### src/hdl/mpnd_pkg.sv
// Package for the multichannel peak note detector.
// Holds the sizing constants, register codes and the note queue entry type.
// No dependencies.
package mpnd_pkg;

    localparam int CHANNELS          = 16;
    localparam int SAMPLE_BITS       = 10;

    localparam int CHANNEL_BITS      = 4;
    localparam int SAMPLE_FIELD_BITS = 10;
    localparam int VELOCITY_BITS     = 10;
    localparam int THRESHOLD_BITS    = 10;
    localparam int SHIFT_BITS        = 3;

    localparam int CH_IDX_BITS = (CHANNELS > 1) ? $clog2(CHANNELS) : 1;
    localparam int CH_WIDE_BITS = (CH_IDX_BITS > CHANNEL_BITS) ? CH_IDX_BITS : CHANNEL_BITS;
    localparam int SMP_BITS = (SAMPLE_BITS < SAMPLE_FIELD_BITS) ? SAMPLE_BITS
                                                                : SAMPLE_FIELD_BITS;

    localparam logic [THRESHOLD_BITS-1:0] THRESHOLD_RESET = THRESHOLD_BITS'(250);
    localparam logic [SHIFT_BITS-1:0]     SHIFT_RESET     = SHIFT_BITS'(3);

    localparam int QUEUE_DEPTH = 4;
    localparam int QPTR_BITS   = $clog2(QUEUE_DEPTH);
    localparam int QCNT_BITS   = $clog2(QUEUE_DEPTH + 1);

    localparam int APB_ADDR_BITS = 3;
    localparam int APB_DATA_BITS = 32;

    typedef enum logic {
        REG_PEAK_THRESHOLD = 1'b0,
        REG_VELOCITY_SHIFT = 1'b1
    } t_reg_idx;

    typedef struct packed {
        logic [CHANNEL_BITS-1:0]      channel;
        logic [SAMPLE_FIELD_BITS-1:0] peak;
    } t_note_entry;

    typedef struct packed {
        logic        valid;
        t_note_entry entry;
    } t_note_push;

endpackage

### src/hdl/mpnd_back.sv
// Back end: forms the velocity and holds the note in the output register.
// Depends on mpnd_pkg; drains mpnd_queue.
module mpnd_back
    import mpnd_pkg::*;
(
    input  logic                     i_clk,
    input  logic                     i_rst_n,
    input  logic                     i_q_valid,
    input  t_note_entry              i_q_entry,
    input  logic [SHIFT_BITS-1:0]    i_shift,
    input  logic                     i_ready,
    output logic                     o_pop,
    output logic                     o_valid,
    output logic [CHANNEL_BITS-1:0]  o_channel,
    output logic [VELOCITY_BITS-1:0] o_velocity
);

    logic                     r_valid;
    logic [CHANNEL_BITS-1:0]  r_channel;
    logic [VELOCITY_BITS-1:0] r_velocity;

    // Load when the output register is empty or being drained this cycle.
    assign o_pop      = i_q_valid && (!r_valid || i_ready);
    assign o_valid    = r_valid;
    assign o_channel  = r_channel;
    assign o_velocity = r_velocity;

    always_ff @(posedge i_clk) begin
        if (o_pop) begin
            r_channel  <= i_q_entry.channel;
            r_velocity <= VELOCITY_BITS'(i_q_entry.peak >> i_shift);
        end
    end

    always_ff @(posedge i_clk) begin
        if (!i_rst_n) begin
            r_valid <= 1'b0;
        end else if (o_pop) begin
            r_valid <= 1'b1;
        end else if (i_ready) begin
            r_valid <= 1'b0;
        end
    end

endmodule

### config.mk
export PLATFORM = sky130hd
export DESIGN_NAME = mpnd_back
export DESIGN_NICKNAME = d
export VERILOG_FILES = /design/src/hdl/mpnd_pkg.sv /design/src/hdl/mpnd_back.sv
export SDC_FILE = /design/constraint.sdc
export NUM_CORES = 1
export LEC_CHECK = 0
export ABC_AREA = 1
export BUFFER_PORTS_ARGS = -buffer_cell sky130_fd_sc_hd__buf_2
export CAP_MARGIN = 40
export CELL_PAD_IN_SITES_DETAIL_PLACEMENT = 2
export CELL_PAD_IN_SITES_GLOBAL_PLACEMENT = 2
export CORE_MARGIN = 2
export CORE_UTILIZATION = 28
export DETAILED_ROUTE_END_ITERATION = 7
export PLACE_DENSITY = 0.83
export SYNTH_ARGS = -nofsm -noshare
export SYNTH_HDL_FRONTEND = slang
export SYNTH_SLANG_ARGS = --single-unit
### constraint.sdc
create_clock -name i_clk -period 2.71 [get_ports i_clk]
set_clock_uncertainty 0.05 [all_clocks]
set_input_delay 0.4065 -clock i_clk [delete_from_list [all_inputs] [get_ports i_clk]]
set_output_delay 0.4065 -clock i_clk [all_outputs]
set_load 0.02 [all_outputs]
==> results <==
- The run finished with clean final reports.
- The floorplan step set the die width to roughly 60 um.
- The wire length per cell after detailed routing is 13.89 um.
- The repair_antennas step left the layout with diodes totalling 0.
- Wires add up to approximately 2200 um.
- The clock-pin slew on the worst setup and hold paths is ~0.090 ns.
- Grouping stages by cell kind, the critical path spends the most delay in flip-flops.
- CTS built an H-tree with a depth of 1.
- The depth of the worst register-to-register path is 2.
- The library cells used most frequently in the layout, excluding fill and tap cells, are 36 x sky130_fd_sc_hd__buf_2, 26 x sky130_fd_sc_hd__nand2_1, 20 x sky130_fd_sc_hd__nand3_1, 14 x sky130_fd_sc_hd__edfxtp_1, 6 x sky130_fd_sc_hd__nand3_2.
- The share of the cycle needed by the critical path after routing is about 52%.
- Counting every sink on the clock net gives 15.
- The distinct cell type count of the synthesized netlist is 19.
- For the pin with the worst max-slew slack, the measured transition is 0.2347 ns.
- The leakage component of the power is 0.5144 nW.
- The overall global routing resource usage is a little over an eighth.
- The placed wire-length estimate after detailed placement is 1884 um.
- The type of destination of the critical path is an output port.
- The number of clock buffers inserted by TritonCTS is 3.
- The tightest min-delay check is of the in2reg type.
- Measured against its own limit, the worst slew margin works out to 84.33%.
- The power per standard cell area is a little under 500 mW/mm^2.
- The total design power is approximately 0.52 mW.
- Counting every net in the synthesized netlist gives between 100 and 150.
- Summing all placed instances gives a cell area of ~0.0010 mm^2.
- The net count of the finished layout is 147.
- The fraction of layout cells with a size suffix above 1 is around 43%.
- The number of cells traversed by the worst hold path is 1.
- For this run, the top clock speed supported by timing is about 710 MHz.
- The slowest stage of the critical path belongs to the cell sky130_fd_sc_hd__dfxtp_1.
- The share of the yosys chip area belonging to registers is roughly half.
- The first detailed-routing pass took 4 iterations.
- The die height is slightly below 60 um.
- Setup repair after global routing left no endpoint under its margin.
- The number of maximum-capacitance violations is 0.
- The area growth from synthesis to layout is 23.68%.
- The number of flip-flops and latches in the synthesized netlist is 15.
- In this run the mean area of a mapped cell was between 9 and 10 um^2.
- The CTS tree is done.
- STA puts the critical path data required time at 2.25 ns.
- The count of boundary I/O pins is 37.
- The number of cells upsized or downsized after cts is 0.
- Counting every instance in the synthesized netlist gives between 80 and 90.
- The number of buffers on the longest clock path is 2.
- The multi-input logic area is about 330 um^2.
- The pin count of the biggest net entering global routing is 15.
- Post-CTS timing repair inserted 0 buffers for setup.
- Subtracting the final worst setup slack from the clock period gives 1.416 ns.
- Measured on the finished design, the core utilization comes to 35.34%.
- The signal on the critical path passes through a21oi_1, buf_2.
- The count of final hold-check violations is 0.
- Across all layers, the routed design uses 776 vias.
- The count of nets left with antenna violations once routing finished came out at 0.
- In the routed layout, each cell is associated on average with a via count of about 5.
- The worst path setup slack after routing is approximately 1.3 ns.
- The arrival time at the worst endpoint is ~0.96 ns.
- After routing the design area is between 0.001 and 0.0015 mm^2.
- The source-to-sink clock delay at the later pin of the worst-skew pair is 0.27 ns.
- The effective utilization at floorplan is between 20% and 30%.
- The count of placed standard cells in the final layout, fillers left out is 158.
- The floorplan has 20 rows.
- The worst setup path is of the reg2out kind.
- Port buffering added 36 buffers.
- The sequential cell area in the final layout is ~440 um^2.
- Hold repair after CTS inserted 0 buffers.
- The cell at the root of the clock tree is sky130_fd_sc_hd__clkbuf_4.
- The area of the die is 0.003496 mm^2.
- The worst setup path is launched from a flop.
- The critical path crosses 2 cells after its start point.
- The maximum resistive drop on vdd is approximately 0.12 mV.
- The number of global-route vias before repair was approximately 800.
- In this run the cell area of the synthesized design comes to about 850 um^2.
- The filler cells instantiated in the layout total between 300 and 400.
- Setup violations remaining at the end of the flow were counted as 0.
- The first global-routing pass estimated about 3400 um of wire.
- The largest fanout of any net on the critical path is 3.
- Final hold analysis gives a worst-case slack of between 0.2 and 0.25 ns.
- The initial antenna violation count came to 0.
- The worst-case setup slack after placement is about 1.3 ns.
- The core footprint is between 0.002 and 0.003 mm^2.
- The sum of buffers and inverters on the critical path is 1.
- For this run, the slowest stage of the critical path takes roughly 0.32 ns.
- The residual DRC count is 0.
- The count of routing violations after the opening detailed-route iteration is 18.
- Setup total negative slack on the finished layout was measured at 0 ns.
- Once placement completed, the tool counted placed cells totaling about 150.
- For this run, the number of Yosys warnings is 0.
- For this run the aggregate overflow at the end of global routing stands at 0.
- At the end of routability-driven placement, the weighted congestion stood at between 0.7 and 0.8.
- The number of pins with negative max-slew slack in the final report is 0.
- The most common cell after layout, fill and taps aside is sky130_fd_sc_hd__buf_2.
-- routing by layer --
metal  GRT usage (%)  routed length [um]  vias up
li1                -                   -      376
met1           14.46                 908      356
met2           24.44                1099       40
met3           1.747                 151        4
met4           5.844                  35        0
met5               0                   0        -
-- power by group --
part	switching (mW)	internal (mW)
clock network	0.0663	0.0547
logic	0.0808	0.0414
registers	0.00430	0.273
-- cells in the mapped netlist, drive strengths merged --
cell / instances / area, um^2
buf: 5 / 55.05
a21boi: 1 / 7.510
dfxtp: 1 / 20.02
a21oi: 1 / 5.000
nand4: 1 / 6.260
nand2: 31 / 138.9
nor3: 1 / 5.000
edfxtp: 14 / 420.4
nand3: 26 / 160.2
inv: 5 / 21.27
nor2: 3 / 11.26
-- cells by family (layout without fill, tap and decap cells) --
family	count (synthesis)	after routing	synth area share [%]
buffers and inverters	10	46	8.970
AOI/OAI and AO/OA	2	2	1.470
and+or+nand+nor	62	62	37.79
DFF	15	15	51.76
-- worst register-to-register path: cells and delay by family, from the launching register on --
family	cells	cell delay (ns)
flops	1	0.32
buf+inv	1	0.25
compound gates	1	0.17
-- path summary, 6_finish.rpt --
check	from	to	slack, ns
max	o_valid$_SDFFE_PN0P_	o_pop	1.29
min	i_q_entry[13]	o_channel[3]$_DFFE_PP_	0.25
max reg2reg	o_valid$_SDFFE_PN0P_	o_velocity[7]$_SDFFCE_PP0P_	1.62
min reg2reg	o_valid$_SDFFE_PN0P_	o_valid$_SDFFE_PN0P_	0.44
-- area by class of cell --
cell class	instances	share of cell area (%)
inverters	5	2.021
well taps	33	3.924
multi-input cells	64	31.75
repair buffers	37	17.84
flip-flops and latches	15	41.85
clock inverters	1	0.4756
clock buffers	3	2.140
-- registers in the layout, indices dropped and copies added, names as in the netlist --
register,count
o_valid,1
o_channel,4
o_velocity,10
(Power assumes the default switching activity.)
