[src/hdl/mpnd_pkg.sv]
// Package for the multichannel peak note detector.
// Holds the sizing constants, register codes and the note queue entry type.
// No dependencies.
package mpnd_pkg;

    localparam int CHANNELS          = 16;
    localparam int SAMPLE_BITS       = 10;

    localparam int CHANNEL_BITS      = 4;
    localparam int SAMPLE_FIELD_BITS = 10;
    localparam int VELOCITY_BITS     = 10;
    localparam int THRESHOLD_BITS    = 10;
    localparam int SHIFT_BITS        = 3;

    localparam int CH_IDX_BITS = (CHANNELS > 1) ? $clog2(CHANNELS) : 1;
    localparam int CH_WIDE_BITS = (CH_IDX_BITS > CHANNEL_BITS) ? CH_IDX_BITS : CHANNEL_BITS;
    localparam int SMP_BITS = (SAMPLE_BITS < SAMPLE_FIELD_BITS) ? SAMPLE_BITS
                                                                : SAMPLE_FIELD_BITS;

    localparam logic [THRESHOLD_BITS-1:0] THRESHOLD_RESET = THRESHOLD_BITS'(250);
    localparam logic [SHIFT_BITS-1:0]     SHIFT_RESET     = SHIFT_BITS'(3);

    localparam int QUEUE_DEPTH = 4;
    localparam int QPTR_BITS   = $clog2(QUEUE_DEPTH);
    localparam int QCNT_BITS   = $clog2(QUEUE_DEPTH + 1);

    localparam int APB_ADDR_BITS = 3;
    localparam int APB_DATA_BITS = 32;

    typedef enum logic {
        REG_PEAK_THRESHOLD = 1'b0,
        REG_VELOCITY_SHIFT = 1'b1
    } t_reg_idx;

    typedef struct packed {
        logic [CHANNEL_BITS-1:0]      channel;
        logic [SAMPLE_FIELD_BITS-1:0] peak;
    } t_note_entry;

    typedef struct packed {
        logic        valid;
        t_note_entry entry;
    } t_note_push;

endpackage

[src/hdl/mpnd_front.sv]
// Front end: accepts samples, keeps per-channel slope state, detects peaks.
// Depends on mpnd_pkg; pushes peak entries into mpnd_queue.
module mpnd_front
    import mpnd_pkg::*;
(
    input  logic                         i_clk,
    input  logic                         i_rst_n,
    input  logic                         i_valid,
    input  logic [CHANNEL_BITS-1:0]      i_channel,
    input  logic [SAMPLE_FIELD_BITS-1:0] i_sample,
    input  logic                         i_queue_full,
    input  logic [THRESHOLD_BITS-1:0]    i_threshold,
    output logic                         o_ready,
    output t_note_push                   o_push
);

    logic [SMP_BITS-1:0] r_prev   [CHANNELS];
    logic [CHANNELS-1:0] r_rising;
    logic [CHANNELS-1:0] r_wait;

    logic [CH_WIDE_BITS-1:0]   ch_wide;
    logic [CH_IDX_BITS-1:0]    idx;
    logic                      in_range;
    logic                      accept;
    logic [SMP_BITS-1:0]       smp;
    logic [SMP_BITS-1:0]       old;
    logic [THRESHOLD_BITS-1:0] smp_ext;
    logic [THRESHOLD_BITS-1:0] old_ext;
    logic                      rising;
    logic                      peak;

    assign o_ready  = !i_queue_full;
    assign accept   = i_valid && o_ready;
    assign ch_wide  = CH_WIDE_BITS'(i_channel);
    assign idx      = ch_wide[CH_IDX_BITS-1:0];
    assign in_range = int'(ch_wide) < CHANNELS;
    assign smp      = i_sample[SMP_BITS-1:0];
    assign old      = r_prev[idx];
    assign smp_ext  = THRESHOLD_BITS'(smp);
    assign old_ext  = THRESHOLD_BITS'(old);
    assign rising   = smp > old;
    assign peak     = r_rising[idx] && !rising && (old_ext > i_threshold);

    always_comb begin
        o_push.valid         = accept && in_range && !r_wait[idx] && peak;
        o_push.entry.channel = i_channel;
        o_push.entry.peak    = SAMPLE_FIELD_BITS'(old);
    end

    always_ff @(posedge i_clk) begin
        if (!i_rst_n) begin
            for (int c = 0; c < CHANNELS; c++) begin
                r_prev[c] <= '0;
            end
            r_rising <= '0;
            r_wait   <= '0;
        end else if (accept && in_range) begin
            if (r_wait[idx]) begin
                // Rearm once the sample drops below the threshold.
                if (smp_ext < i_threshold) begin
                    r_wait[idx] <= 1'b0;
                end
            end else begin
                r_prev[idx]   <= smp;
                r_rising[idx] <= rising;
                if (peak) begin
                    r_wait[idx] <= 1'b1;
                end
            end
        end
    end

`ifndef SYNTHESIS
    a_push_sets_wait: assert property (@(posedge i_clk) disable iff (!i_rst_n)
        o_push.valid |=> r_wait[$past(idx)])
        else $error("peak did not put the channel into the rearm wait");

    a_no_push_while_waiting: assert property (@(posedge i_clk) disable iff (!i_rst_n)
        (accept && r_wait[idx]) |-> !o_push.valid)
        else $error("note pushed for a channel waiting to rearm");
`endif

endmodule

[config.mk]
export PLATFORM = sky130hd
export DESIGN_NAME = mpnd_front
export DESIGN_NICKNAME = d
export VERILOG_FILES = /design/src/hdl/mpnd_pkg.sv /design/src/hdl/mpnd_front.sv
export SDC_FILE = /design/constraint.sdc
export NUM_CORES = 1
export LEC_CHECK = 0
export BUFFER_PORTS_ARGS = -buffer_cell sky130_fd_sc_hd__buf_4
export CORE_UTILIZATION = 40
export CTS_CLUSTER_DIAMETER = 120
export CTS_CLUSTER_SIZE = 12
export DETAILED_ROUTE_END_ITERATION = 8
export PLACE_DENSITY = 0.59
export SETUP_SLACK_MARGIN = 0.1
export SYNTH_ARGS = -nofsm -noshare
export SYNTH_HDL_FRONTEND = slang
export SYNTH_SLANG_ARGS = --single-unit
[constraint.sdc]
create_clock -name i_clk -period 6.4 [get_ports i_clk]
set_input_delay 1.28 -clock i_clk [delete_from_list [all_inputs] [get_ports i_clk]]
set_output_delay 1.28 -clock i_clk [all_outputs]
set_load 0.03 [all_outputs]
==> impl_metrics.prom <==
# TYPE chip_impl_metric gauge
chip_impl_info{name="synth.top_cells.by_area",value="edfxtp_1 51%, mux4_2 14%, nor2_1 7.3%"} 1
chip_impl_info{name="cts_tree",value="done"} 1
chip_impl_metric{name="grt_overflow",unit=""} 0
chip_impl_metric{name="fp.dieArea",unit="sq um"} 24400
chip_impl_metric{name="synth_area",unit="sq um"} 9500
chip_impl_metric{name="holdWs",unit="ns"} 0.486
chip_impl_info{name="path_cells",value="buf_4, buf_4, mux4_2, mux4_2, inv_1, ha_1, nand4_1, a211oi_1, a2111o_1, a211oi_4, and2_1, buf_4"} 1
chip_impl_metric{name="syn-instance-count",unit=""} 748
chip_impl_metric{name="cap_viol_max_count",unit=""} 0
chip_impl_metric{name="grt_start_max_net_pins",unit=""} 45
chip_impl_metric{name="wire_per_inst",unit="um"} 22.4
chip_impl_metric{name="postSynthRegisterBits",unit=""} 192
chip_impl_metric{name="antenna_fix_cells",unit=""} 0
chip_impl_metric{name="finClkSkew",unit="ns"} 0.0159
chip_impl_info{name="violations_in_the_final_reports",value="DRC"} 1
chip_impl_metric{name="fillCellCount",unit=""} 2120
chip_impl_info{name="crit_start",value="i_channel[0]"} 1
chip_impl_metric{name="drtIter0Drc",unit=""} 697
chip_impl_metric{name="synth-seq-area-share",unit="%"} 57.3
chip_impl_metric{name="post_route_cells_drive_above_1_share",unit="%"} 21.4
chip_impl_metric{name="number_of_global_route_vias_before_repair",unit=""} 6289
chip_impl_metric{name="routabilityCongestion",unit=""} 0.897
chip_impl_metric{name="final_nets",unit=""} 824
chip_impl_metric{name="htree_num_levels",unit=""} 4
chip_impl_metric{name="finalCritPeriodShare",unit="%"} 93.4
chip_impl_metric{name="number_of_different_library_cells_in_the_post_synthesis_netlist",unit=""} 43
chip_impl_metric{name="timing.critical_path.slowest_cell_delay",unit="ns"} 0.54
chip_impl_metric{name="cts_made_buffers",unit=""} 17
chip_impl_metric{name="fin_setup_tns",unit="ns"} 0
chip_impl_metric{name="floorplan.io_pins",unit=""} 44
chip_impl_metric{name="reg_to_reg_setup_timing_slack",unit="ns"} 2.52
chip_impl_metric{name="cts.clk_slew.worst_paths",unit="ns"} 0.07
chip_impl_metric{name="global_route_wire_length_before_repair",unit="um"} 38200
chip_impl_metric{name="timing.fmax",unit="MHz"} 167
chip_impl_metric{name="post_drt_via_cell_ratio",unit=""} 5.68
chip_impl_metric{name="final-setup-viol-count",unit=""} 0
chip_impl_info{name="cp-endpoint",value="o_push[14]"} 1
chip_impl_metric{name="maxSlewHeadroom",unit="%"} 17.4
chip_impl_info{name="clk_root_buffer_cell",value="clkbuf_16"} 1
chip_impl_metric{name="max_root_sink_buffers",unit=""} 2
chip_impl_metric{name="synthArstFlopShare",unit="%"} 0
chip_impl_metric{name="dp_cells",unit=""} 1066
chip_impl_metric{name="postRouteAntennaNets",unit=""} 0
chip_impl_metric{name="latest_clock_arrival_within_the_worst_skew_pair",unit="ns"} 0.44
chip_impl_metric{name="timing_hold_violations_final",unit=""} 0
chip_impl_metric{name="finalWorstPathRequiredPeriod",unit="ns"} 5.98
chip_impl_metric{name="tot_gr_track_use",unit="%"} 21.5
chip_impl_metric{name="hold_bufs_inserted_after_cts",unit=""} 0
chip_impl_metric{name="dpl-instance-area",unit="sq um"} 10100
chip_impl_metric{name="antenna_found_initial",unit=""} 1
chip_impl_metric{name="via_count",unit=""} 6247
chip_impl_metric{name="die_w",unit="um"} 156
chip_impl_metric{name="core-area",unit="sq um"} 23400
chip_impl_info{name="synth_top_area_cell",value="edfxtp_1"} 1
chip_impl_metric{name="power",unit="uW"} 2850
chip_impl_metric{name="r2r_cells",unit=""} 11
chip_impl_info{name="path_class",value="input pin to primary output"} 1
chip_impl_metric{name="first_drt_pass_iteration_count",unit=""} 8
chip_impl_metric{name="count_of_flip_flops_with_a_built_in_enable_after_synthesis",unit=""} 160
chip_impl_metric{name="final-max-slew-violation-count",unit=""} 0
chip_impl_metric{name="numPortBuffers",unit=""} 43
chip_impl_metric{name="worst-slew-pin-transition",unit="ns"} 1.23
chip_impl_metric{name="count_of_instances_resized_after_the_clock_tree_is_built",unit=""} 0
chip_impl_info{name="synthFlopType",value="edfxtp_1"} 1
chip_impl_info{name="synth_most_common_cell",value="nor2_1"} 1
chip_impl_metric{name="crit_arrival",unit="ns"} 4.70
chip_impl_metric{name="leakagePower",unit="uW"} 0.00369
chip_impl_info{name="critical_path.endpoint_type",value="primary output"} 1
chip_impl_info{name="rr_startpoint",value="r_prev[14][5]"} 1
chip_impl_metric{name="crit_path_max_fanout",unit=""} 24
chip_impl_info{name="cp_slowest_cell",value="mux4_2"} 1
chip_impl_metric{name="route.detailed.drc",unit=""} 1
chip_impl_metric{name="initial_util",unit="%"} 40.6
chip_impl_info{name="setup_repair_after_global_routing_missed_its_margin",value="false"} 1
chip_impl_metric{name="layout.cell_area.non_filler",unit="sq um"} 10700
chip_impl_info{name="timing.hold.worst.class",value="flip-flop to flip-flop"} 1
chip_impl_info{name="path_common_cell",value="buf_4"} 1
chip_impl_metric{name="stdcell_count",unit=""} 1099
chip_impl_metric{name="fp-row-count",unit=""} 56
chip_impl_metric{name="cts_sinks",unit=""} 192
chip_impl_metric{name="dpl.hpwl",unit="um"} 16800
chip_impl_metric{name="seq_area",unit="sq um"} 5450
chip_impl_metric{name="vdd.ir_drop.worst",unit="mV"} 0.167
chip_impl_metric{name="syn-mean-instance-area",unit="sq um"} 12.7
chip_impl_metric{name="power-per-cell-area",unit="nW/um^2"} 268
chip_impl_metric{name="synthDominantCellAreaShare",unit="%"} 50.6
chip_impl_metric{name="critical_path_required",unit="ns"} 5.12
chip_impl_info{name="status",value="complete, but fails checks"} 1
chip_impl_info{name="startpoint_type",value="input pin"} 1
chip_impl_metric{name="multi_input_comb_area",unit="sq um"} 3620
chip_impl_info{name="yosys-top-cells-count",value="186 x nor2_1, 160 x edfxtp_1, 57 x mux4_2, 40 x clkbuf_1, 39 x inv_1"} 1
chip_impl_metric{name="areaGrowthSynthToFinish",unit="%"} 12.1
chip_impl_metric{name="postSynthNetCount",unit=""} 805
chip_impl_metric{name="drt_wl_total",unit="um"} 24600
chip_impl_metric{name="die_h",unit="um"} 156
chip_impl_metric{name="yosysWarnings",unit=""} 0
-- state kept, by name (all words and copies together) (netlist names), named ones only --
signal and count:
r_prev 160, r_rising 16
-- worst min path at each step --
stage,startpoint,endpoint,cells past startpoint
6_report,r_rising[10],r_rising[10],2
2_1_floorplan,r_rising[14],r_rising[14],2
3_5_place_dp,r_rising[8],r_rising[8],2
5_1_grt,r_rising[12],r_rising[12],2
4_1_cts,r_rising[8],r_rising[8],2
3_3_place_gp,r_rising[10],r_rising[10],2
-- final cells by class --
type | instances | area share (%)
inverter | 40 | 1.41
multi-input combinational | 456 | 34.0
clock inverter | 14 | 1.35
timing repair buffer | 60 | 4.35
sequential | 192 | 51.1
tap | 319 | 3.75
clock buffer | 18 | 4.03
-- repair_timing --
| item | in CTS | in global routing |
|---|---|---|
| endpoints found under the hold margin | 0 | 0 |
| buffers inserted | 1 | 0 |
| setup endpoints to repair | 1 | 0 |
-- routing by layer --
layer  wire, um  global-route usage [%]
met1      10400                    29.2
met2      12000                    35.0
met3       1750                    3.47
met4        522                    7.10
met5         12                       0
-- cells in the final DEF (no fill, tap or decap), drive strengths merged, types with 4 or more instances in the layout --
cell type  count
clkinv         6
o211ai        16
clkbuf        18
nor2b          4
inv           47
a21oi         13
nand4b        16
mux4          58
mux2i         14
buf           60
nand4         12
nand2         25
ha            29
a211oi         6
nor2         188
nand2b         5
edfxtp       160
o21ai         29
nand3         23
dfxtp         32
-- power by group --
| group | switching (uW) | internal [uW] | total, uW | leakage (uW) |
|---|---|---|---|---|
| combinational | 240 | 144 | 384 | 0.00150 |
| sequential | 25.0 | 1410 | 1430 | 0.00191 |
| clock | 514 | 521 | 1030 | 0.000278 |
-- worst max-delay path: cells and delay by family --
family,cells,cell delay [ns]
buffers and inverters,4,0.94
adder cells (fa/ha/maj),1,0.25
AO/OA/AOI/OAI,3,0.84
multiplexers,2,1.05
AND/OR/NAND/NOR,2,0.30
-- cells by family (layout without fill, tap and decap cells) --
group | Yosys count | after routing | share of synthesized area (%)
buffers and inverters | 100 | 132 | 4.57
and+or+nand+nor | 280 | 280 | 13.2
adders and majority gates | 29 | 29 | 3.82
DFF | 192 | 192 | 57.3
AOI/OAI and AO/OA | 75 | 75 | 5.83
muxes | 72 | 72 | 15.3
-- stage by stage --
stage          utilization, %  setup slack, ns
2_1_floorplan               -            0.249
3_3_place_gp             43.0           0.0960
3_5_place_dp             43.0          0.00962
4_1_cts                  45.5            0.368
5_1_grt                  45.5            0.240
6_report                 45.5            0.423
(Power assumes the default switching activity.)
