$ cat src/hdl/mpnd_pkg.sv
// Package for the multichannel peak note detector.
// Holds the sizing constants, register codes and the note queue entry type.
// No dependencies.
package mpnd_pkg;

    localparam int CHANNELS          = 16;
    localparam int SAMPLE_BITS       = 10;

    localparam int CHANNEL_BITS      = 4;
    localparam int SAMPLE_FIELD_BITS = 10;
    localparam int VELOCITY_BITS     = 10;
    localparam int THRESHOLD_BITS    = 10;
    localparam int SHIFT_BITS        = 3;

    localparam int CH_IDX_BITS = (CHANNELS > 1) ? $clog2(CHANNELS) : 1;
    localparam int CH_WIDE_BITS = (CH_IDX_BITS > CHANNEL_BITS) ? CH_IDX_BITS : CHANNEL_BITS;
    localparam int SMP_BITS = (SAMPLE_BITS < SAMPLE_FIELD_BITS) ? SAMPLE_BITS
                                                                : SAMPLE_FIELD_BITS;

    localparam logic [THRESHOLD_BITS-1:0] THRESHOLD_RESET = THRESHOLD_BITS'(250);
    localparam logic [SHIFT_BITS-1:0]     SHIFT_RESET     = SHIFT_BITS'(3);

    localparam int QUEUE_DEPTH = 4;
    localparam int QPTR_BITS   = $clog2(QUEUE_DEPTH);
    localparam int QCNT_BITS   = $clog2(QUEUE_DEPTH + 1);

    localparam int APB_ADDR_BITS = 3;
    localparam int APB_DATA_BITS = 32;

    typedef enum logic {
        REG_PEAK_THRESHOLD = 1'b0,
        REG_VELOCITY_SHIFT = 1'b1
    } t_reg_idx;

    typedef struct packed {
        logic [CHANNEL_BITS-1:0]      channel;
        logic [SAMPLE_FIELD_BITS-1:0] peak;
    } t_note_entry;

    typedef struct packed {
        logic        valid;
        t_note_entry entry;
    } t_note_push;

endpackage

$ cat src/hdl/mpnd_queue.sv
// Short note queue between the detector front end and the output stage.
// Depends on mpnd_pkg for the entry type and depth.
module mpnd_queue
    import mpnd_pkg::*;
(
    input  logic        i_clk,
    input  logic        i_rst_n,
    input  t_note_push  i_push,
    input  logic        i_pop,
    output logic        o_full,
    output logic        o_valid,
    output t_note_entry o_entry
);

    t_note_entry          r_mem [QUEUE_DEPTH];
    logic [QPTR_BITS-1:0] r_wr_ptr;
    logic [QPTR_BITS-1:0] r_rd_ptr;
    logic [QCNT_BITS-1:0] r_count;
    logic [QCNT_BITS-1:0] n_count;

    assign o_full  = r_count == QCNT_BITS'(QUEUE_DEPTH);
    assign o_valid = r_count != '0;
    assign o_entry = r_mem[r_rd_ptr];

    always_comb begin
        n_count = r_count;
        if (i_push.valid && !(i_pop && o_valid)) begin
            n_count = r_count + 1'b1;
        end else if (!i_push.valid && i_pop && o_valid) begin
            n_count = r_count - 1'b1;
        end
    end

    always_ff @(posedge i_clk) begin
        if (i_push.valid) begin
            r_mem[r_wr_ptr] <= i_push.entry;
        end
    end

    always_ff @(posedge i_clk) begin
        if (!i_rst_n) begin
            r_wr_ptr <= '0;
            r_rd_ptr <= '0;
            r_count  <= '0;
        end else begin
            if (i_push.valid) begin
                r_wr_ptr <= QPTR_BITS'(r_wr_ptr + 1'b1);
            end
            if (i_pop && o_valid) begin
                r_rd_ptr <= QPTR_BITS'(r_rd_ptr + 1'b1);
            end
            r_count <= n_count;
        end
    end

`ifndef SYNTHESIS
    a_no_overflow: assert property (@(posedge i_clk) disable iff (!i_rst_n)
        o_full |-> !i_push.valid)
        else $error("push into a full note queue");

    a_count_bound: assert property (@(posedge i_clk) disable iff (!i_rst_n)
        r_count <= QCNT_BITS'(QUEUE_DEPTH))
        else $error("note queue count beyond depth");
`endif

endmodule

$ cat config.mk
export PLATFORM = sky130hd
export DESIGN_NAME = mpnd_queue
export DESIGN_NICKNAME = d
export VERILOG_FILES = /design/src/hdl/mpnd_pkg.sv /design/src/hdl/mpnd_queue.sv
export SDC_FILE = /design/constraint.sdc
export NUM_CORES = 1
export LEC_CHECK = 0
export ABC_AREA = 1
export BUFFER_PORTS_ARGS = -buffer_cell sky130_fd_sc_hd__clkbuf_2
export CAP_MARGIN = 30
export CORE_ASPECT_RATIO = 1.4
export CORE_MARGIN = 10
export CORE_UTILIZATION = 30
export DETAILED_ROUTE_END_ITERATION = 8
export GPL_ROUTABILITY_DRIVEN = 0
export MAX_ROUTING_LAYER = met4
export REMOVE_ABC_BUFFERS = 1
export SETUP_SLACK_MARGIN = 0.3
export SYNTH_ARGS = -nofsm -noshare
export SYNTH_HDL_FRONTEND = slang
export SYNTH_SLANG_ARGS = --single-unit
$ cat constraint.sdc
create_clock -name i_clk -period 3.85 [get_ports i_clk]
set_input_delay 0.5775 -clock i_clk [delete_from_list [all_inputs] [get_ports i_clk]]
set_output_delay 0.5775 -clock i_clk [all_outputs]
set_load 0.02 [all_outputs]
==> run_results.csv, run 1 <==
group,metric,value,unit
outcome,status,"complete, no violations",
sta,finalWorstSetupSlack,1.50,ns
grt,grt_pass1_wl,7.82,mm
finish,n_antenna_cell,0,
finish,syn_to_final_growth,22.8,%
clock_network,cts_max_level,3,
power,power_density,626,nW/um2
synth,synth_fa_ha_area_share,2.74,%
synth,syn-mean-instance-area,12.8,um2
clock_network,insertion_delay,0.31,ns
worst_setup_path,regToRegSetupSlack,2.19,ns
run,drv_cap,0,
synth,synth-seq-area-share,72.8,%
synth,synthTopCellsByArea,"edfxtp_1, dfxtp_1, o21ai_0",
worst_setup_path,cp.arrival,1.77,ns
power,power_leakage,1.19,nW
grt,grt_start_max_net_pins,30,
synth,synth_area,2560,um2
synth,async_reset_ff_share,0,%
detailed_routing,ant_nets,0,
clock_network,cts.sinks,65,
finish,nets,260,
detailed_routing,firstDrtPassIters,5,
sta,slew_headroom,56.6,%
worst_setup_path,critPathKind,"flip-flop to output port",
sta,tightestPinTransition,0.650,ns
synth,synthCells,200,
synth,ys_ff_latch,65,
worst_setup_path,required,3.27,ns
synth,yosysUniqueCellTypes,21,
worst_setup_path,cp_max_fo,15,
worst_setup_path,cp-start-kind,"flip-flop",
grt,grt_use_total,7.96,%
floorplan,initial_core_util,31.0,%
synth,synth_compound_area_share,10.7,%
synth,synth_edf_count,56,
grt,grt_pass1_vias,1602,
worst_setup_path,end_kind,"output port",
sta,post-route-min-period,2.35,ns
grt,grt_overflow_total,0,
worst_setup_path,endpoint,"o_entry[7]",
sta,fin_crit_sh,61.0,%
synth,synth_most_common_cell,"edfxtp_1",
clock_network,cts_setup_buffers,0,
synth,synth-xor-area-share,0,%
sta,grt_setup_unrepaired,"no",
hold_path,min_path_type,"input port to flip-flop",
clock_network,clk_path_buf_depth,2,
grt,antenna_found_initial,0,
finish,drive_above_1_share,23.6,%
synth,synth_top_area_share,65.8,%
clock_network,clk_pin_slew,0.06,ns
synth,yosysWarnings,0,
sta,slew_viol_final,0,
clock_network,cts_tree,"yes",
finish,regArea,1860,um2
floorplan,die_y,129,um
placement,hpwl,3.19,mm
finish,multiInputGateArea,594,um2
floorplan,num_rows,39,
sta,hold_violations,0,
floorplan,die_x,98.0,um
placement,io_buffer_count,33,
worst_setup_path,r2r-start,"r_count[1]$_SDFFE_PN0P_",
clock_network,cts-root-buf,"clkbuf_16",
worst_setup_path,reg2reg_to,"r_count[2]$_SDFFE_PN0P_",
synth,synthSimpleGateAreaFrac,9.83,%
sta,fmaxAchievable,0.426,GHz
worst_setup_path,worst-r2r-cell-count,8,
placement,pre_cts_slack,1.87,ns
hold_path,hold_start,"i_push[6]",
sta,tns,0,ns
detailed_routing,routedWlPerCell,14.2,um
synth,synth_common_cells,"edfxtp_1, nor2_1, o21ai_0, o22ai_1, inv_1",
floorplan,dieArea,12700,um2
synth,synth_area_leader_cell,"edfxtp_1",
floorplan,io_pins,34,
detailed_routing,via_per_inst,4.62,
clock_network,cts_hold_buf,0,
power,vdd_drop_max,0.242,mV
detailed_routing,drc,0,
synth,synth_ff_type,"edfxtp_1",
detailed_routing,wirelength,4.87,mm
clock_network,cts_made_buffers,9,
detailed_routing,drt_iter0_drc,80,
detailed_routing,via_count,1589,
synth,synth_top_family_by_area,"compound AO/OA/AOI/OAI gates",
floorplan,fp.coreArea,8250,um2
finish,filler_cell_count,793,
synth,synthMuxAreaShare,0,%
clock_network,cts_resized,0,
sta,finClkSkew,0.00543,ns
sta,setup_viol,0,
## logic make-up after synthesis
group / Yosys count
compound gates: 51
fa+ha+maj: 5
flops: 65
buf+inv: 23
simple gates: 56
## sequential cells by signal, summed over array words and instances, names as in the netlist, named ones only
signal and cells:
r_mem 56, r_rd_ptr 2, r_wr_ptr 2, r_count 3
## per-stage QoR
stage          std cells  instance area, um2  hold WS (ns)  utilization, %  power [mW]
3_5_place_dp         328                2810         0.473            34.1        1.13
4_1_cts              344                3140         0.469            38.1        1.99
2_1_floorplan        192                2510         0.445               -        1.02
5_1_grt              344                3140         0.481            38.1        2.05
3_3_place_gp         328                2810         0.473            34.1        1.12
6_report             344                3140         0.476            38.1        1.97
## power by group
| group | switching [mW] | internal (mW) |
|---|---|---|
| sequential | 0.0199 | 0.806 |
| combinational | 0.195 | 0.0872 |
| clock | 0.287 | 0.571 |
| total | 0.502 | 1.46 |
## placed cells by master (no fill, tap or decap)
master	n
clkinv_4	3
clkbuf_2	33
nand2_4	2
inv_6	1
nand3_2	2
nand2_2	1
o22ai_1	14
nor2_1	35
a21oi_1	6
nand2_1	11
bufinv_16	2
fa_1	1
clkinvlp_4	1
nand3b_1	2
o21ai_1	1
edfxtp_1	56
ha_1	4
clkbuf_16	9
dfxtp_1	9
buf_4	1
inv_2	2
nand3_1	2
o21ai_0	30
inv_1	13
nor3_1	1
## layer usage
layer,track usage [%],vias to the layer above,part of all wire (%)
met3,2.55,6,3.7
met1,8.15,762,43
met5,-,-,0
met4,3.34,0,1.0
li1,-,788,-
met2,13.8,33,52
## worst max-delay path, stage by stage (launching register included)
cell and delay, ns:
dfxtp_1 0.63, inv_1 0.36, o21ai_0 0.19, o22ai_1 0.10, clkbuf_2 0.16
## cell type report
class                   count  share of cell area (%)
multi-input cells         112                    18.9
clock inverters             7                    3.27
well taps                 102                    4.06
inverters                  15                    1.79
repair buffers             34                    5.50
flip-flops and latches     65                    59.3
clock buffers               9                    7.17
## how the worst min path moves through the flow
stage | to | slack [ns] | depth (start not counted)
after detailed placement | r_rd_ptr[1]$_SDFFE_PN0P_ | 0.47 | 2
final | r_mem[1][6]$_DFFE_PP_ | 0.48 | 1
after global routing | r_mem[1][6]$_DFFE_PP_ | 0.48 | 1
after global placement | r_rd_ptr[1]$_SDFFE_PN0P_ | 0.47 | 2
after floorplan | flip-flop | 0.45 | 2
after CTS | r_mem[1][6]$_DFFE_PP_ | 0.47 | 1
No activity file was read; power rests on OpenSTA's default activity.
==> run 2: changes to the inputs <==
clock period = 2.3 ns   (was 3.85 ns; I/O delays follow)
==> run 2 against run 1 <==
Total power increased by 56%; clock skew about the same; clock-buffer cell count unchanged; via count hardly changed; final cell count is 0.58% higher; die area unchanged; wire length increased by 1.9%; global-route usage is 0.33 points higher; combinational power rose by 70%; critical path type unchanged; clock power up 40%.
==> run_results.csv, run 2 (synthesized netlist as in run 1, its figures left out) <==
group,metric,value,unit
detailed_routing,drc,0,
finish,nets,262,
sta,fin_crit_sh,82.2,%
grt,grt_start_max_net_pins,29,
placement,io_buffer_count,33,
worst_setup_path,critPathKind,"flip-flop to output port",
sta,slew_viol_final,0,
hold_path,hold_start,"i_push[5]",
worst_setup_path,cp-start-kind,"flip-flop",
run,drv_cap,0,
floorplan,die_x,98.0,um
floorplan,initial_core_util,31.0,%
grt,antenna_found_initial,0,
detailed_routing,via_per_inst,4.59,
worst_setup_path,r2r-start,"r_count[1]$_SDFFE_PN0P_",
worst_setup_path,reg2reg_to,"r_count[2]$_SDFFE_PN0P_",
hold_path,min_to,"r_mem[2][5]$_DFFE_PP_",
floorplan,io_pins,34,
sta,tightestPinTransition,0.657,ns
sta,post-route-min-period,1.89,ns
worst_setup_path,cp_max_fo,28,
finish,top_regs,"r_mem x56, r_count x3",
worst_setup_path,end_kind,"output port",
power,fin_total_pwr,3.06,mW
clock_network,cts.sinks,65,
worst_setup_path,cp.arrival,1.55,ns
clock_network,cts_tree,"yes",
sta,grt_setup_unrepaired,"no",
detailed_routing,routedWlPerCell,14.3,um
hold_path,hold_depth,1,
finish,final_cell_mix,"edfxtp_1, nor2_1, clkbuf_2",
worst_setup_path,required,1.96,ns
sta,setup_viol,0,
finish,drive_above_1_share,24.6,%
sta,fmaxAchievable,0.529,GHz
sta,finClkSkew,0.00554,ns
floorplan,fp.coreArea,8250,um2
sta,slew_headroom,56.2,%
finish,layout_commonest_cell,"edfxtp_1",
placement,hpwl,3.24,mm
power,vdd_drop_max,0.415,mV
grt,grt_overflow_total,0,
worst_setup_path,worst-r2r-cell-count,8,
grt,grt_use_total,8.29,%
clock_network,clk_path_buf_depth,2,
clock_network,clk_pin_slew,0.05,ns
floorplan,dieArea,12700,um2
finish,largest_register_ffs,56,
floorplan,num_rows,39,
floorplan,die_y,129,um
clock_network,cts_made_buffers,9,
power,power_density,986,nW/um2
detailed_routing,firstDrtPassIters,4,
detailed_routing,wirelength,4.97,mm
finish,regMostFlops,"r_mem",
detailed_routing,ant_nets,0,
finish,final_cell_area,3100,um2
outcome,status,"complete, no violations",
worst_setup_path,regToRegSetupSlack,0.66,ns
sta,hold_violations,0,
detailed_routing,drt_iter0_drc,57,
hold_path,min_path_type,"input port to flip-flop",
clock_network,cts_max_level,3,
clock_network,insertion_delay,0.32,ns
sta,tns,0,ns
clock_network,cts-root-buf,"clkbuf_16",
grt,grt_pass1_wl,7.87,mm
placement,placed_area,2820,um2
grt,grt_pass1_vias,1617,
finish,n_antenna_cell,0,
detailed_routing,via_count,1588,
finish,syn_to_final_growth,21.4,%
power,power_leakage,1.18,nW
clock_network,cts_hold_buf,0,
[run 2: power breakdown]
part | internal, mW | total [mW] | leakage, nW | switching [mW]
clock | 0.725 | 1.20 | 0.129 | 0.474
combinational | 0.152 | 0.479 | 0.457 | 0.327
sequential | 1.35 | 1.38 | 0.589 | 0.0339
total | 2.23 | 3.06 | 1.18 | 0.835
[run 2: metrics by stage]
stage	util (%)	std cells	worst slack, ns	hold slack (ns)
after floorplan	-	192	0.626	0.444
after global placement	34.2	329	0.604	0.469
after detailed placement	34.2	329	0.537	0.476
after CTS	37.6	345	0.351	0.234
after global routing	37.6	346	0.308	0.244
final	37.6	346	0.409	0.243
[run 2: area by class of cell]
cell class	count	area (um2)
timing repair buffer	36	188
tap	102	128
clock inverter	7	46.3
clock buffer	9	225
multi-input combinational	112	594
sequential	65	1860
fill	800	5140
inverter	15	60.1
[run 2: routing by layer]
metal	vias up	wire length, um	GRT usage, %
li1	796	-	-
met1	751	2100	8.29
met2	31	2510	13.5
met3	10	237	2.93
met4	0	117	5.57
met5	-	0	-
[run 2: what timing repair did]
item                                   CTS  global route
setup endpoints to repair               14            11
resized for setup                        2             0
pin swaps                                0             0
endpoints found under the hold margin    0             0
setup buffers                            0             1
[run 2: worst max path at each step]
| stage | depth (start not counted) | end | slack, ns |
|---|---|---|---|
| 4_1_cts | 4 | o_entry[2] | 0.35 |
| 3_3_place_gp | 4 | o_entry[2] | 0.60 |
| 2_1_floorplan | 3 | o_entry[0] | 0.63 |
| 3_5_place_dp | 4 | o_entry[2] | 0.54 |
| 5_1_grt | 4 | o_entry[7] | 0.31 |
| 6_report | 4 | o_entry[2] | 0.41 |
[run 2: worst max-delay path, cell delays in order (launching register included)]
cell      delay (ns)
dfxtp_1         0.32
inv_2           0.35
nor2_1          0.10
o22ai_1         0.24
clkbuf_2        0.21
